--- config.mk ---
export PLATFORM = sky130hd
export DESIGN_NAME = corner_long_press_detector_top
export DESIGN_NICKNAME = d
export VERILOG_FILES = /design/src/design/clpd_pkg.sv /design/src/design/corner_long_press_detector_top.sv
export SDC_FILE = /design/constraint.sdc
export NUM_CORES = 1
export LEC_CHECK = 0
export ABC_AREA = 1
export BUFFER_PORTS_ARGS = -buffer_cell sky130_fd_sc_hd__buf_4
export CORE_MARGIN = 8
export CORE_UTILIZATION = 45
export CTS_BUF_LIST = sky130_fd_sc_hd__clkbuf_4 sky130_fd_sc_hd__clkbuf_8
export DETAILED_ROUTE_END_ITERATION = 12
export SLEW_MARGIN = 20
export SYNTH_ARGS = -nofsm -noshare
export SYNTH_HDL_FRONTEND = slang
export SYNTH_SLANG_ARGS = --single-unit
--- constraint.sdc ---
create_clock -name clk -period 7.59 [get_ports clk]
set_clock_uncertainty 0.2 [all_clocks]
set_input_delay 0 -clock clk [delete_from_list [all_inputs] [get_ports clk]]
set_output_delay 0 -clock clk [all_outputs]
set_load 0.1 [all_outputs]
--- src/design/clpd_pkg.sv ---
// clpd_pkg: shared types, codes and constants of the corner long press detector
// no dependencies; used by the top level, the port checker and the testbench

package clpd_pkg;

    // operation field of an input transaction
    localparam int unsigned OP_W = 3;
    typedef logic [OP_W-1:0] op_t;

    localparam op_t OP_POS_X      = 3'd0;
    localparam op_t OP_POS_Y      = 3'd1;
    localparam op_t OP_TOUCH_DOWN = 3'd2;
    localparam op_t OP_TOUCH_UP   = 3'd3;

    // configuration port
    localparam int unsigned CFG_INDEX_W = 3;
    localparam int unsigned CFG_DATA_W  = 16;
    typedef logic [CFG_INDEX_W-1:0] cfg_index_t;

    localparam cfg_index_t REG_HOLD_MIN_MS  = 3'd0;
    localparam cfg_index_t REG_SLOP_LIMIT   = 3'd1;
    localparam cfg_index_t REG_REGION_X_MAX = 3'd2;
    localparam cfg_index_t REG_REGION_Y_MAX = 3'd3;
    localparam cfg_index_t REG_COOLDOWN_MS  = 3'd4;

    // register widths
    localparam int unsigned MS_W    = 16;
    localparam int unsigned LIMIT_W = 12;
    typedef logic [MS_W-1:0]    ms_t;
    typedef logic [LIMIT_W-1:0] limit_t;

    // register reset values
    localparam ms_t    HOLD_MIN_MS_RST  = 16'd900;
    localparam limit_t SLOP_LIMIT_RST   = 12'd24;
    localparam limit_t REGION_X_MAX_RST = 12'd80;
    localparam limit_t REGION_Y_MAX_RST = 12'd90;
    localparam ms_t    COOLDOWN_MS_RST  = 16'd1500;

    // result transaction: fire in bit 0, padded to one byte
    localparam int unsigned OUT_DATA_W = 8;

endpackage

--- src/design/corner_long_press_detector_top.sv ---
// corner_long_press_detector_top: long press detector for touches starting in a panel corner
// depends on clpd_pkg
// path from input transaction to result: input register, then result register
// one event per cycle without stalls; the next event reads the state left by the previous one
// while a result waits downstream one more event is taken into the input register
// reset: asynchronous active low; clears valid flags, tracking state and loads register defaults

module corner_long_press_detector_top #(
    parameter int unsigned COORD_BITS = 12,
    parameter int unsigned TIME_BITS  = 32
) (
    input  logic                            clk,
    input  logic                            rst_n,
    // configuration writes
    input  logic                            cfg_we,
    input  clpd_pkg::cfg_index_t            cfg_index,
    input  logic [clpd_pkg::CFG_DATA_W-1:0] cfg_data,
    // touch events
    input  logic                            s_axis_tvalid,
    output logic                            s_axis_tready,
    // fields from bit 0: coordinate, time_ms, context_ok, zero fill
    input  logic [((COORD_BITS+TIME_BITS+1+7)/8)*8-1:0] s_axis_tdata,
    // fields from bit 0: operation
    input  clpd_pkg::op_t                   s_axis_tuser,
    // results
    output logic                            m_axis_tvalid,
    input  logic                            m_axis_tready,
    // fields from bit 0: fire, zero fill
    output logic [clpd_pkg::OUT_DATA_W-1:0] m_axis_tdata
);

    localparam int unsigned CMP_W     =
        (COORD_BITS > clpd_pkg::LIMIT_W) ? COORD_BITS : clpd_pkg::LIMIT_W;

    typedef logic [COORD_BITS-1:0] coord_t;
    typedef logic [TIME_BITS-1:0]  tstamp_t;
    typedef logic [CMP_W-1:0]      cmp_t;

    // configuration registers
    clpd_pkg::ms_t    hold_min_ms_reg;
    clpd_pkg::limit_t slop_limit_reg;
    clpd_pkg::limit_t region_x_max_reg;
    clpd_pkg::limit_t region_y_max_reg;
    clpd_pkg::ms_t    cooldown_ms_reg;

    always_ff @(posedge clk or negedge rst_n)
    begin
        if (!rst_n)
        begin
            hold_min_ms_reg  <= clpd_pkg::HOLD_MIN_MS_RST;
            slop_limit_reg   <= clpd_pkg::SLOP_LIMIT_RST;
            region_x_max_reg <= clpd_pkg::REGION_X_MAX_RST;
            region_y_max_reg <= clpd_pkg::REGION_Y_MAX_RST;
            cooldown_ms_reg  <= clpd_pkg::COOLDOWN_MS_RST;
        end
        else if (cfg_we)
        begin
            unique case (cfg_index)
                clpd_pkg::REG_HOLD_MIN_MS:
                    hold_min_ms_reg <= cfg_data[clpd_pkg::MS_W-1:0];
                clpd_pkg::REG_SLOP_LIMIT:
                    slop_limit_reg <= cfg_data[clpd_pkg::LIMIT_W-1:0];
                clpd_pkg::REG_REGION_X_MAX:
                    region_x_max_reg <= cfg_data[clpd_pkg::LIMIT_W-1:0];
                clpd_pkg::REG_REGION_Y_MAX:
                    region_y_max_reg <= cfg_data[clpd_pkg::LIMIT_W-1:0];
                clpd_pkg::REG_COOLDOWN_MS:
                    cooldown_ms_reg <= cfg_data[clpd_pkg::MS_W-1:0];
                default:
                begin
                end
            endcase
        end
    end

    // input register and result register handshake
    logic          in_valid_reg;
    clpd_pkg::op_t op_reg;
    coord_t        coord_reg;
    tstamp_t       time_reg;
    logic          ctx_reg;
    logic          out_valid_reg;
    logic          fire_reg;
    logic          advance;
    logic          in_take;

    assign advance       = in_valid_reg && (!out_valid_reg || m_axis_tready);
    assign s_axis_tready = !in_valid_reg || advance;
    assign in_take       = s_axis_tvalid && s_axis_tready;

    always_ff @(posedge clk or negedge rst_n)
    begin
        if (!rst_n)
        begin
            in_valid_reg <= 1'b0;
        end
        else if (in_take)
        begin
            in_valid_reg <= 1'b1;
        end
        else if (advance)
        begin
            in_valid_reg <= 1'b0;
        end
    end

    // capture the event payload
    always_ff @(posedge clk)
    begin
        if (in_take)
        begin
            op_reg    <= s_axis_tuser;
            coord_reg <= s_axis_tdata[COORD_BITS-1:0];
            time_reg  <= s_axis_tdata[COORD_BITS +: TIME_BITS];
            ctx_reg   <= s_axis_tdata[COORD_BITS + TIME_BITS];
        end
    end

    // tracking state
    coord_t  cur_x_reg,  cur_x_next;
    coord_t  cur_y_reg,  cur_y_next;
    logic    cur_x_known_reg, cur_x_known_next;
    logic    cur_y_known_reg, cur_y_known_next;
    coord_t  start_px_reg, start_px_next;
    coord_t  start_py_reg, start_py_next;
    logic    start_known_reg, start_known_next;
    logic    pressed_reg, pressed_next;
    logic    in_region_reg, in_region_next;
    logic    moved_far_reg, moved_far_next;
    tstamp_t press_time_reg, press_time_next;
    tstamp_t last_fire_reg, last_fire_next;
    logic    fire_next;

    // per-axis distance compare against the slop limit
    cmp_t    slop_ext;
    cmp_t    new_x, new_y, sx, sy;
    cmp_t    dx, dy;
    logic    slop_exceeded;
    logic    pos_x_known, pos_y_known;
    tstamp_t held, since;
    logic    hold_ok, cool_ok;

    always_comb
    begin
        slop_ext    = cmp_t'(slop_limit_reg);
        new_x       = (op_reg == clpd_pkg::OP_POS_X) ? cmp_t'(coord_reg) : cmp_t'(cur_x_reg);
        new_y       = (op_reg == clpd_pkg::OP_POS_Y) ? cmp_t'(coord_reg) : cmp_t'(cur_y_reg);
        sx          = cmp_t'(start_px_reg);
        sy          = cmp_t'(start_py_reg);
        dx          = (new_x >= sx) ? (new_x - sx) : (sx - new_x);
        dy          = (new_y >= sy) ? (new_y - sy) : (sy - new_y);
        pos_x_known = (op_reg == clpd_pkg::OP_POS_X) || cur_x_known_reg;
        pos_y_known = (op_reg == clpd_pkg::OP_POS_Y) || cur_y_known_reg;
        slop_exceeded = pressed_reg && start_known_reg && pos_x_known && pos_y_known
                        && ((dx > slop_ext) || (dy > slop_ext));
    end

    // hold and cooldown checks, differences wrap at the timestamp width
    always_comb
    begin
        held    = time_reg - press_time_reg;
        since   = time_reg - last_fire_reg;
        hold_ok = held >= tstamp_t'(hold_min_ms_reg);
        cool_ok = since >= tstamp_t'(cooldown_ms_reg);
    end

    // next state for the event in the input register
    always_comb
    begin
        cur_x_next       = cur_x_reg;
        cur_y_next       = cur_y_reg;
        cur_x_known_next = cur_x_known_reg;
        cur_y_known_next = cur_y_known_reg;
        start_px_next    = start_px_reg;
        start_py_next    = start_py_reg;
        start_known_next = start_known_reg;
        pressed_next     = pressed_reg;
        in_region_next   = in_region_reg;
        moved_far_next   = moved_far_reg;
        press_time_next  = press_time_reg;
        last_fire_next   = last_fire_reg;
        fire_next        = 1'b0;
        unique case (op_reg)
            clpd_pkg::OP_POS_X:
            begin
                cur_x_next       = coord_reg;
                cur_x_known_next = 1'b1;
                if (slop_exceeded)
                begin
                    moved_far_next = 1'b1;
                end
            end
            clpd_pkg::OP_POS_Y:
            begin
                cur_y_next       = coord_reg;
                cur_y_known_next = 1'b1;
                if (slop_exceeded)
                begin
                    moved_far_next = 1'b1;
                end
            end
            clpd_pkg::OP_TOUCH_DOWN:
            begin
                pressed_next     = 1'b1;
                press_time_next  = time_reg;
                start_px_next    = cur_x_reg;
                start_py_next    = cur_y_reg;
                start_known_next = cur_x_known_reg && cur_y_known_reg;
                moved_far_next   = 1'b0;
                in_region_next   = cur_x_known_reg && cur_y_known_reg
                                   && (cmp_t'(cur_x_reg) <= cmp_t'(region_x_max_reg))
                                   && (cmp_t'(cur_y_reg) <= cmp_t'(region_y_max_reg));
            end
            clpd_pkg::OP_TOUCH_UP:
            begin
                if (pressed_reg && in_region_reg && !moved_far_reg && start_known_reg
                    && hold_ok && cool_ok && ctx_reg)
                begin
                    fire_next      = 1'b1;
                    last_fire_next = time_reg;
                end
                pressed_next     = 1'b0;
                in_region_next   = 1'b0;
                moved_far_next   = 1'b0;
                start_known_next = 1'b0;
            end
            default:
            begin
            end
        endcase
    end

    // tracking state update when the event moves to the result register
    always_ff @(posedge clk or negedge rst_n)
    begin
        if (!rst_n)
        begin
            cur_x_reg       <= '0;
            cur_y_reg       <= '0;
            cur_x_known_reg <= 1'b0;
            cur_y_known_reg <= 1'b0;
            start_px_reg    <= '0;
            start_py_reg    <= '0;
            start_known_reg <= 1'b0;
            pressed_reg     <= 1'b0;
            in_region_reg   <= 1'b0;
            moved_far_reg   <= 1'b0;
            press_time_reg  <= '0;
            last_fire_reg   <= '0;
        end
        else if (advance)
        begin
            cur_x_reg       <= cur_x_next;
            cur_y_reg       <= cur_y_next;
            cur_x_known_reg <= cur_x_known_next;
            cur_y_known_reg <= cur_y_known_next;
            start_px_reg    <= start_px_next;
            start_py_reg    <= start_py_next;
            start_known_reg <= start_known_next;
            pressed_reg     <= pressed_next;
            in_region_reg   <= in_region_next;
            moved_far_reg   <= moved_far_next;
            press_time_reg  <= press_time_next;
            last_fire_reg   <= last_fire_next;
        end
    end

    // result register
    always_ff @(posedge clk or negedge rst_n)
    begin
        if (!rst_n)
        begin
            out_valid_reg <= 1'b0;
        end
        else if (advance)
        begin
            out_valid_reg <= 1'b1;
        end
        else if (m_axis_tready)
        begin
            out_valid_reg <= 1'b0;
        end
    end

    always_ff @(posedge clk)
    begin
        if (advance)
        begin
            fire_reg <= fire_next;
        end
    end

    assign m_axis_tvalid = out_valid_reg;
    assign m_axis_tdata  = {{(clpd_pkg::OUT_DATA_W-1){1'b0}}, fire_reg};

endmodule

* Word level (Yosys, flattened, before mapping)
Cells that the tools add are included.
** Storage, ports and cells
- Output and inout bits :: 10
- Flip-flop bits (word level) :: 237
- Bits of input ports :: 75
- Word-level logic and storage cells :: 102
** Cells by class
- $lt $le $gt $ge :: 8
- Reductions and logical operators :: 42
- Equal/unequal tests :: 8
- Multiplexer cells :: 14
- Add/subtract/negate cells :: 6
** Operators with widths (count)
- >= comparator 32 x 16 -> 1 bit :: 2
- subtractor 32 bit :: 2
- two-way mux 12 bit :: 4
- subtractor 12 bit :: 4
- >= comparator 12 bit :: 2
- greater-than comparator 12 bit :: 2
- less-or-equal comparator 12 bit :: 2
- AND reduction 2 bit :: 9
- logical AND 1 bit :: 15
- == test 3 x 2 -> 1 bit (second input constant) :: 4
- case mux 1 bit (2 select lines) :: 4
- nonzero test 2 bit :: 4
- == test 3 x 1 -> 1 bit (second input constant) :: 2
- zero test 3 bit :: 2
- two-way mux 1 bit :: 6
- AND reduction 3 bit :: 2
- logical OR 1 bit :: 5
- OR reduction 2 bit :: 2
- == test 3 bit (second input constant) :: 1
- zero test 1 bit :: 3
- inequality test 2 x 1 -> 1 bit (second input constant) :: 1

* Longest topological paths before layout
Gate-level depths: netlist of the first run.
- Word-level depth :: 9
- Gate-level depth with buffers :: 27
- Depth with buffers taken out :: 26

* Least setup slack after synthesis of the first run
Ideal clock, no wire load.
- Kind :: flip-flop to flip-flop
- From :: register op_reg[1]
- To :: register moved_far_reg
- Required time :: 7313 ps
- Stages on the path, launching flop included :: 22
- Setup time :: 77 ps
- Path slack :: 3334 ps
- Period minus slack after synthesis :: 4256 ps
- Arrival time :: 3979 ps
- Buffers on the path :: 2
- Path through :: edfxtp_1 nor2_1 nand2_1 clkbuf_1 o21ai_0 inv_1 fa_1 o21ai_0 nand3_1 o2111ai_2 buf_2 mux2i_1 xnor2_1 inv_1 ha_1 a21oi_1 o21a_1 o221ai_1 o21ai_0 nand2_1 nand4_1 a21oi_1
** On the way
- Cells in the longest elaborated chain, start to end :: 9
** Ends and longest elaborated chain
- from (decl) :: RTL line corner_long_press_detector_top.sv:78 : clpd_pkg::op_t op_reg;
- from (signal assigned) :: RTL line corner_long_press_detector_top.sv:112 : op_reg <= s_axis_tuser;
- == test 3 x 1 -> 1 bit / zero test 3 bit (equally long branches)
- two-way mux 12 bit
- subtractor 12 bit (tied with other cells) :: RTL line corner_long_press_detector_top.sv:151 : dy = (new_y >= sy) ? (new_y - sy) : (sy - new_y);
- two-way mux 12 bit, on equally long branches :: RTL line corner_long_press_detector_top.sv:151, corner_long_press_detector_top.sv:150
- greater-than comparator 12 bit :: RTL line corner_long_press_detector_top.sv:155 : && ((dx > slop_ext) || (dy > slop_ext));
- logical OR 1 bit :: RTL line corner_long_press_detector_top.sv:155
- logical AND 1 bit :: RTL line corner_long_press_detector_top.sv:155
- inequality test 2 x 1 -> 1 bit (no source line)
- AND reduction 3 bit (no source line)
- to (signal assigned) :: RTL line corner_long_press_detector_top.sv:262 : moved_far_reg <= moved_far_next;
- to (decl) :: RTL line corner_long_press_detector_top.sv:129 : logic moved_far_reg, moved_far_next;
Parallel ways exist; a longest one is shown, timed or not.
A chain may end at the register's enable or synchronous reset.

* Worst setup path in the final report of the first run
Ends and elaborated chain as after synthesis.

==> results of run 1 <==
-- through the flow --
step / cell area, sq um / hold WS, ns / instances
final: 21700 / 0.106 / 3392
after global routing: 21700 / 0.113 / 3392
after CTS: 21700 / 0.0325 / 3390
after detailed placement: 19400 / -0.224 / 3181
after global placement: 19400 / -0.225 / 3181
after floorplan: 18400 / -0.496 / 2626
-- power breakdown --
| group | internal (W) | switching (W) |
|---|---|---|
| Combinational | 0.00164 | 0.00265 |
| Clock | 0.000836 | 0.000606 |
| Sequential | 0.00160 | 0.000219 |
-- layout make-up --
cell class                      instances  area share (%)
Antenna cell                            1          0.0115
Clock buffer                           63            3.73
Clock inverter                         19            1.00
Inverter                              520            8.99
Multi-Input combinational cell       1814            45.9
Sequential cell                       237            28.5
Tap cell                              532            3.06
Timing Repair Buffer                  206            8.72
-- logic make-up (layout without fill, tap and decap cells) --
group / count (synthesis) / after routing / share of synthesized area [%]
AO/OA/AOI/OAI: 364 / 364 / 10.7
other: 1 / 8 / 0.0204
flip-flops: 237 / 237 / 33.7
XOR/XNOR: 48 / 48 / 2.29
buffers and inverters: 575 / 808 / 12.2
multiplexers: 5 / 5 / 0.279
adder cells (fa/ha/maj): 194 / 194 / 13.4
AND/OR/NAND/NOR: 1196 / 1196 / 27.4
-- layer usage --
metal	GRT usage (%)	vias up
met5	0	-
met4	6.18	0
met3	4.73	82
met2	33.5	404
met1	32.6	7861
li1	-	8614
-- synth_stat cells, types with 7 or more instances --
cell,number
xnor2_1,11
edfxtp_1,49
inv_1,512
buf_2,7
nor2_2,8
dfrtp_1,169
nor2_1,134
buf_4,11
nand3_2,31
dfstp_2,19
xor2_1,37
ha_1,188
nand3b_1,10
nand2_1,858
a21oi_1,111
a21o_1,7
clkbuf_1,34
nand3_1,83
nand2_2,10
o21ai_0,203
inv_2,8
nor3_1,17
nand4_1,23
-- tightest hold or removal path, stage by stage --
cell and delay [ns]:
dlygate4sd3_1 0.52, buf_4 0.10, inv_1 0.08, o21ai_0 0.17
-- timing repair --
action,in CTS,in global routing
hold endpoints to repair,292,15
gates resized for setup,0,0
hold buffers,127,1
setup buffers,0,0
-- how the worst max path moves through the flow --
stage | from | end | slack, ns | cells past startpoint
CTS | op_reg[1] | moved_far_reg | 1.98 | 22
detailed placement | op_reg[1] | moved_far_reg | 1.98 | 22
floorplan | op_reg[1] | moved_far_reg | 3.33 | 21
finish | op_reg[1] | moved_far_reg | 1.92 | 22
global placement | op_reg[1] | moved_far_reg | 2.09 | 22
global route | op_reg[1] | moved_far_reg | 1.46 | 22
==> summary.md, run 1 <==
| Metric | Value |
|---|---|
| Status | finished clean |
| CP arrival | roughly 6.0 ns |
| Synthesized instance count | ~2600 |
| Core area | 0.0406 sq mm |
| Fin. Hold Viols | 0 |
| Share of post-route cells with drive strength above 1 | 8.39% |
| Fill count | 3966 |
| Post-layout nets | 3092 |
| Hold EP | hold_min_ms_reg[15] |
| R2R Path Start | op_reg[1] |
| Fraction of registers with async set or reset after synthesis | 79.3% |
| Global route overflow | 0 |
| Highest Signal Layer | met4 |
| Sequential-to-total area share from yosys stat | 33.7% |
| Top-area cell type share of the netlist area | 23.0% |
| Synth area leader | dfrtp_1 |
| Vias in the first global route | 16300 |
| Row Count | 74 |
| Pin count of the biggest net entering global routing | 110 |
| Worst-path fanout max | 25 |
| Clock latency on the worst-skew pair | 0.64 ns |
| Max VDD drop | roughly 0.2 mV |
| DRT antenna net count | 0 |
| Max cap viols | 0 |
| Static Leak | 11.6 nW |
| Vias | 17000 |
| Post-placement worst setup slack | 1.98 ns |
| Chip height | 218 um |
| Yosys Warn Count | 0 |
| CP Launch Type | flip-flop |
| Die W | 218 um |
| Met1 wire length | 26400 um |
| Antenna violations before repair | 3 |
| RePlAce Congestion | just over 0.9 |
| Area of the multi-input gates | approximately 0.01 sq mm |
| First-pass GRT wire length | 85400 um |
| Total GRT Usage | 22.5% |
| CP Data Required Time | 7.96 ns |
| Pwr Total | 0.00755 W |
| Post-synth EDFFs | 49 |
| Root Buffer | clkbuf_8 |
| Setup_tns | 0 ns |
| Starting Density | 45.3% |
| WS Path Type | flip-flop to flip-flop |
| Routed WL | 53600 um |
| Worst flop-to-flop path endpoint | moved_far_reg |
| RSZ-0062 raised after global routing | false |
| Layout Utilization | 53.6% |
| Worst Setup End Kind | flip-flop |
| Synth Cell Area | 0.0184 sq mm |
| Hold depth | 4 |
| Crit path time final | ~5.7 ns |
| Tcrit/Tclk final | between 70 and 80% |
| Syn_area_per_cell | roughly 7.0 sq um |
| Setup violators final | 0 |
| R2R Setup Slk | 1.92 ns |
| Port buffer count | 74 |
| Deepest clock path buffer count | 3 |
| CTS buffer count | 44 |
| H-tree Lvls | 2 |
| CTS clk-pin slew, worst paths | about 0.060 ns |
| Sequential cell area | 0.00620 sq mm |
| Routed len/inst | 15.8 um |
| TritonCTS clock tree | yes |
| Final worst slack | ~1.9 ns |
| Most common cell on crit path | nand2_1 |
| Slew margin rel. | 32.8% |
| DRT Pass-1 Iters | 6 |
| Flops & latches, synth | between 200 and 250 |
| Detail Route met3 WL | 3610 um |
| Final HPWL DP | approximately 40000 um |
| Unique masters post-synth | 52 |
| Slew Limit Fails | 0 |
| CP top delay family | simple AND/OR/NAND/NOR gates |
| Most common cell after layout, fill and taps aside | nand2_1 |
| Worst Reg-to-Reg Cells | 22 |
| Most frequent cells in the layout | 858 x nand2_1, 511 x inv_1, 203 x o21ai_0 |
| Critical path's slowest cell | o21ai_0 |
| Synth area leaders | dfrtp_1 23%, nand2_1 18%, ha_1 13% |
| Crit-path max cell delay | 0.59 ns |
| CTS Sinks | 237 |
| Fmax achieved | 0.176 GHz |
| Area delta synth->final | 18.1% |
| Metal2 WL | ~22000 um |
| Remaining DRCs | 0 |
| DR vias/cell | 5.00 |
| Cell Chain, Critical Path | nor2_1 > nand2_1 > o21ai_0 > inv_1 > fa_1 > o21ai_0 > nand3_1 > nand3_1 > inv_1 > nand2_1 > nand2_1 > xnor2_1 > inv_1 > ha_1 > nand2_1 > o21ai_0 > a21oi_1 > o221ai_1 > o41ai_1 > nand2_1 > nand4_1 > a21oi_1 |
| Commonest register cell after synthesis | dfrtp_1 |
| Crit path buf inv count | 3 |
| 1st-iter DRT viols | approximately 1200 |
| I/O pins | 85 |
| Worst Max-Slew Pin Slew | 1.01 ns |
| Hold crit path type | input port to flip-flop |
| PwrDens | 348 mW/mm^2 |
| Die area | 0.0476 sq mm |
| Hold path start | cfg_data[15] |
No activity file was read; power rests on OpenSTA's default activity.
==> inputs of run 2 (changes only) <==
==> constraint.sdc (replaced) <==
create_clock -name clk -period 5.85 [get_ports clk]
set_clock_uncertainty 0.2 [all_clocks]
set_input_delay 0 -clock clk [delete_from_list [all_inputs] [get_ports clk]]
set_output_delay 0 -clock clk [all_outputs]
set_load 0.1 [all_outputs]
==> run 2 against run 1 <==
  * Hold slack got worse by 0.058 ns
  * Wire length is 0.84% higher
  * Die area did not move
  * Count of clock-buffer cells in the layout increased by 1
  * Sequential power rose by 30%
  * Design area down 0.25%
  * Worst setup slack worse by 1.5 ns
  * First-iteration DRC count up 1.3%
  * Non-clock buffer count up 2
  * Final cell count about the same
  * Critical path depth shrank 1
==> summary.md, run 2 (synthesis results as in run 1) <==
| Metric | Value |
|---|---|
| Hold crit path type | input port to flip-flop |
| Max cap viols | 0 |
| Pin count of the biggest net entering global routing | 110 |
| Row Count | 74 |
| Critical path's slowest cell | o21ai_0 |
| Worst Setup End Kind | flip-flop |
| Routed WL | 54000 um |
| Worst-path fanout max | 18 |
| RePlAce Congestion | just over 0.9 |
| Setup_tns | 0 ns |
| Final HPWL DP | 41200 um |
| Share of post-route cells with drive strength above 1 | 8.46% |
| Status | finished clean |
| Post-CTS Setup Bufs | 0 |
| Vias in the first global route | approximately 16000 |
| PwrDens | roughly 450 mW/mm^2 |
| CP Launch Type | flip-flop |
| Crit path time final | 5.43 ns |
| Port buffer count | 74 |
| Metal2 WL | between 20000 and 25000 um |
| Final Hold Slack | 0.0479 ns |
| Remaining DRCs | 0 |
| Deepest clock path buffer count | 3 |
| Post-layout nets | 3094 |
| Total GRT Usage | 22.8% |
| CTS clk-pin slew, worst paths | 0.06 ns |
| Starting Density | about 45% |
| DRT antenna net count | 0 |
| CP arrival | 5.79 ns |
| Routed len/inst | around 16 um |
| Most frequent cells in the layout | 858 x nand2_1, 511 x inv_1, 203 x o21ai_0 |
| Cell Chain, Critical Path | nor2_1 > nand2_1 > o21ai_0 > ha_1 > a21oi_1 > o21ai_0 > nand3_1 > o2111ai_2 > nand2b_1 > nand3_1 > nor2b_1 > inv_1 > ha_1 > nand4_1 > inv_1 > nand2_1 > o221ai_1 > o21ai_0 > nand2_1 > nand4_1 > a21oi_1 |
| Root Buffer | clkbuf_8 |
| Static Leak | 11.5 nW |
| Core area | 0.0406 sq mm |
| Highest Signal Layer | met4 |
| H-tree Lvls | 2 |
| CTS buffer count | 44 |
| Crit-path max cell delay | 0.67 ns |
| Slew margin rel. | a little under a third |
| WS Path Type | flip-flop to flip-flop |
| DRT Pass-1 Iters | 6 |
| Slew Limit Fails | 0 |
| CP Data Required Time | 6.21 ns |
| Antenna violations before repair | 3 |
| Area delta synth->final | 17.9% |
| Vias | about 17000 |
| Die area | 0.0476 sq mm |
| Worst Max-Slew Pin Slew | 1.03 ns |
| Detail Route met3 WL | 3390 um |
| Met1 wire length | 26800 um |
| Layout Utilization | 53.4% |
| Tcrit/Tclk final | approximately 93% |
| Fin. Hold Viols | 0 |
| Fmax achieved | 0.184 GHz |
| Global route overflow | 0 |
| Clock latency on the worst-skew pair | 0.63 ns |
| Max VDD drop | 0.235 mV |
| 1st-iter DRT viols | 1188 |
| Chip height | around 220 um |
| Die W | about 220 um |
| CTS Sinks | 237 |
| TritonCTS clock tree | yes |
| Most common cell after layout, fill and taps aside | nand2_1 |
| I/O pins | 85 |
| First-pass GRT wire length | 86200 um |
| RSZ-0062 raised after global routing | false |
| DR vias/cell | 5.00 |
| Setup violators final | 0 |
==> run 2: changes by cell type in the layout (fill, tap and decap cells not counted), sizes merged <==
cell / delta
clkinv: +2
bufinv: -2
buf: +2
clkinvlp: -1
clkbuf: +1
==> run 2: path summary, 6_finish.rpt <==
path	from	to	slack (ns)	cells after the start
setup / recovery	op_reg[1]	moved_far_reg	0.42	21
hold / removal	cfg_data[14]	hold_min_ms_reg[14]	0.05	4
setup reg to reg	op_reg[1]	moved_far_reg	0.42	21
hold reg to reg	last_fire_reg[13]	last_fire_reg[13]	0.27	2
max in group asynchronous	rst_n	start_py_reg[10]	4.23	4
min in group asynchronous	rst_n	in_valid_reg	0.30	4
==> run 2: final cells by class <==
| class | instances | area (sq um) |
|---|---|---|
| fillers | 3957 | 18900 |
| repair buffers | 208 | 1910 |
| flip-flops and latches | 237 | 6200 |
| multi-input cells | 1814 | 9980 |
| inverters | 520 | 1950 |
| clock buffers | 64 | 800 |
| diodes | 1 | 2.50 |
| clock inverters | 18 | 164 |
| well taps | 532 | 666 |
==> run 2: routing by layer <==
metal	vias up	global-route usage, %
met5	-	0
met4	0	5.98
met3	72	4.02
met2	447	33.8
met1	7838	33.6
li1	8612	-
==> run 2: stage by stage <==
stage               instances  total power, W  setup slack, ns  area, sq um
finish                   3394         0.00973            0.419        21700
detailed placement       3183         0.00785            0.531        19400
floorplan                2626         0.00644             1.59        18400
global placement         3183         0.00773            0.616        19400
global route             3394          0.0107           0.0186        21700
CTS                      3392         0.00973            0.516        21700
==> run 2: where the power goes <==
| group | internal (W) | switching [W] |
|---|---|---|
| clock | 0.000983 | 0.000784 |
| combinational | 0.00214 | 0.00346 |
| sequential | 0.00207 | 0.000285 |
| total | 0.00519 | 0.00453 |
==> run 2: repair_timing <==
action                     4_1_cts  5_1_grt
hold buffers                   127        1
setup endpoints to repair        0        0
hold endpoints to repair       296       16
resized for setup                0        0
==> run 2: worst max-delay path: cells and delay by family (launching register included) <==
family / cells / cell delay (ns)
compound gates: 7 / 1.98
fa+ha+maj: 2 / 0.72
simple gates: 10 / 1.91
buf+inv: 2 / 0.15
flops: 1 / 0.39
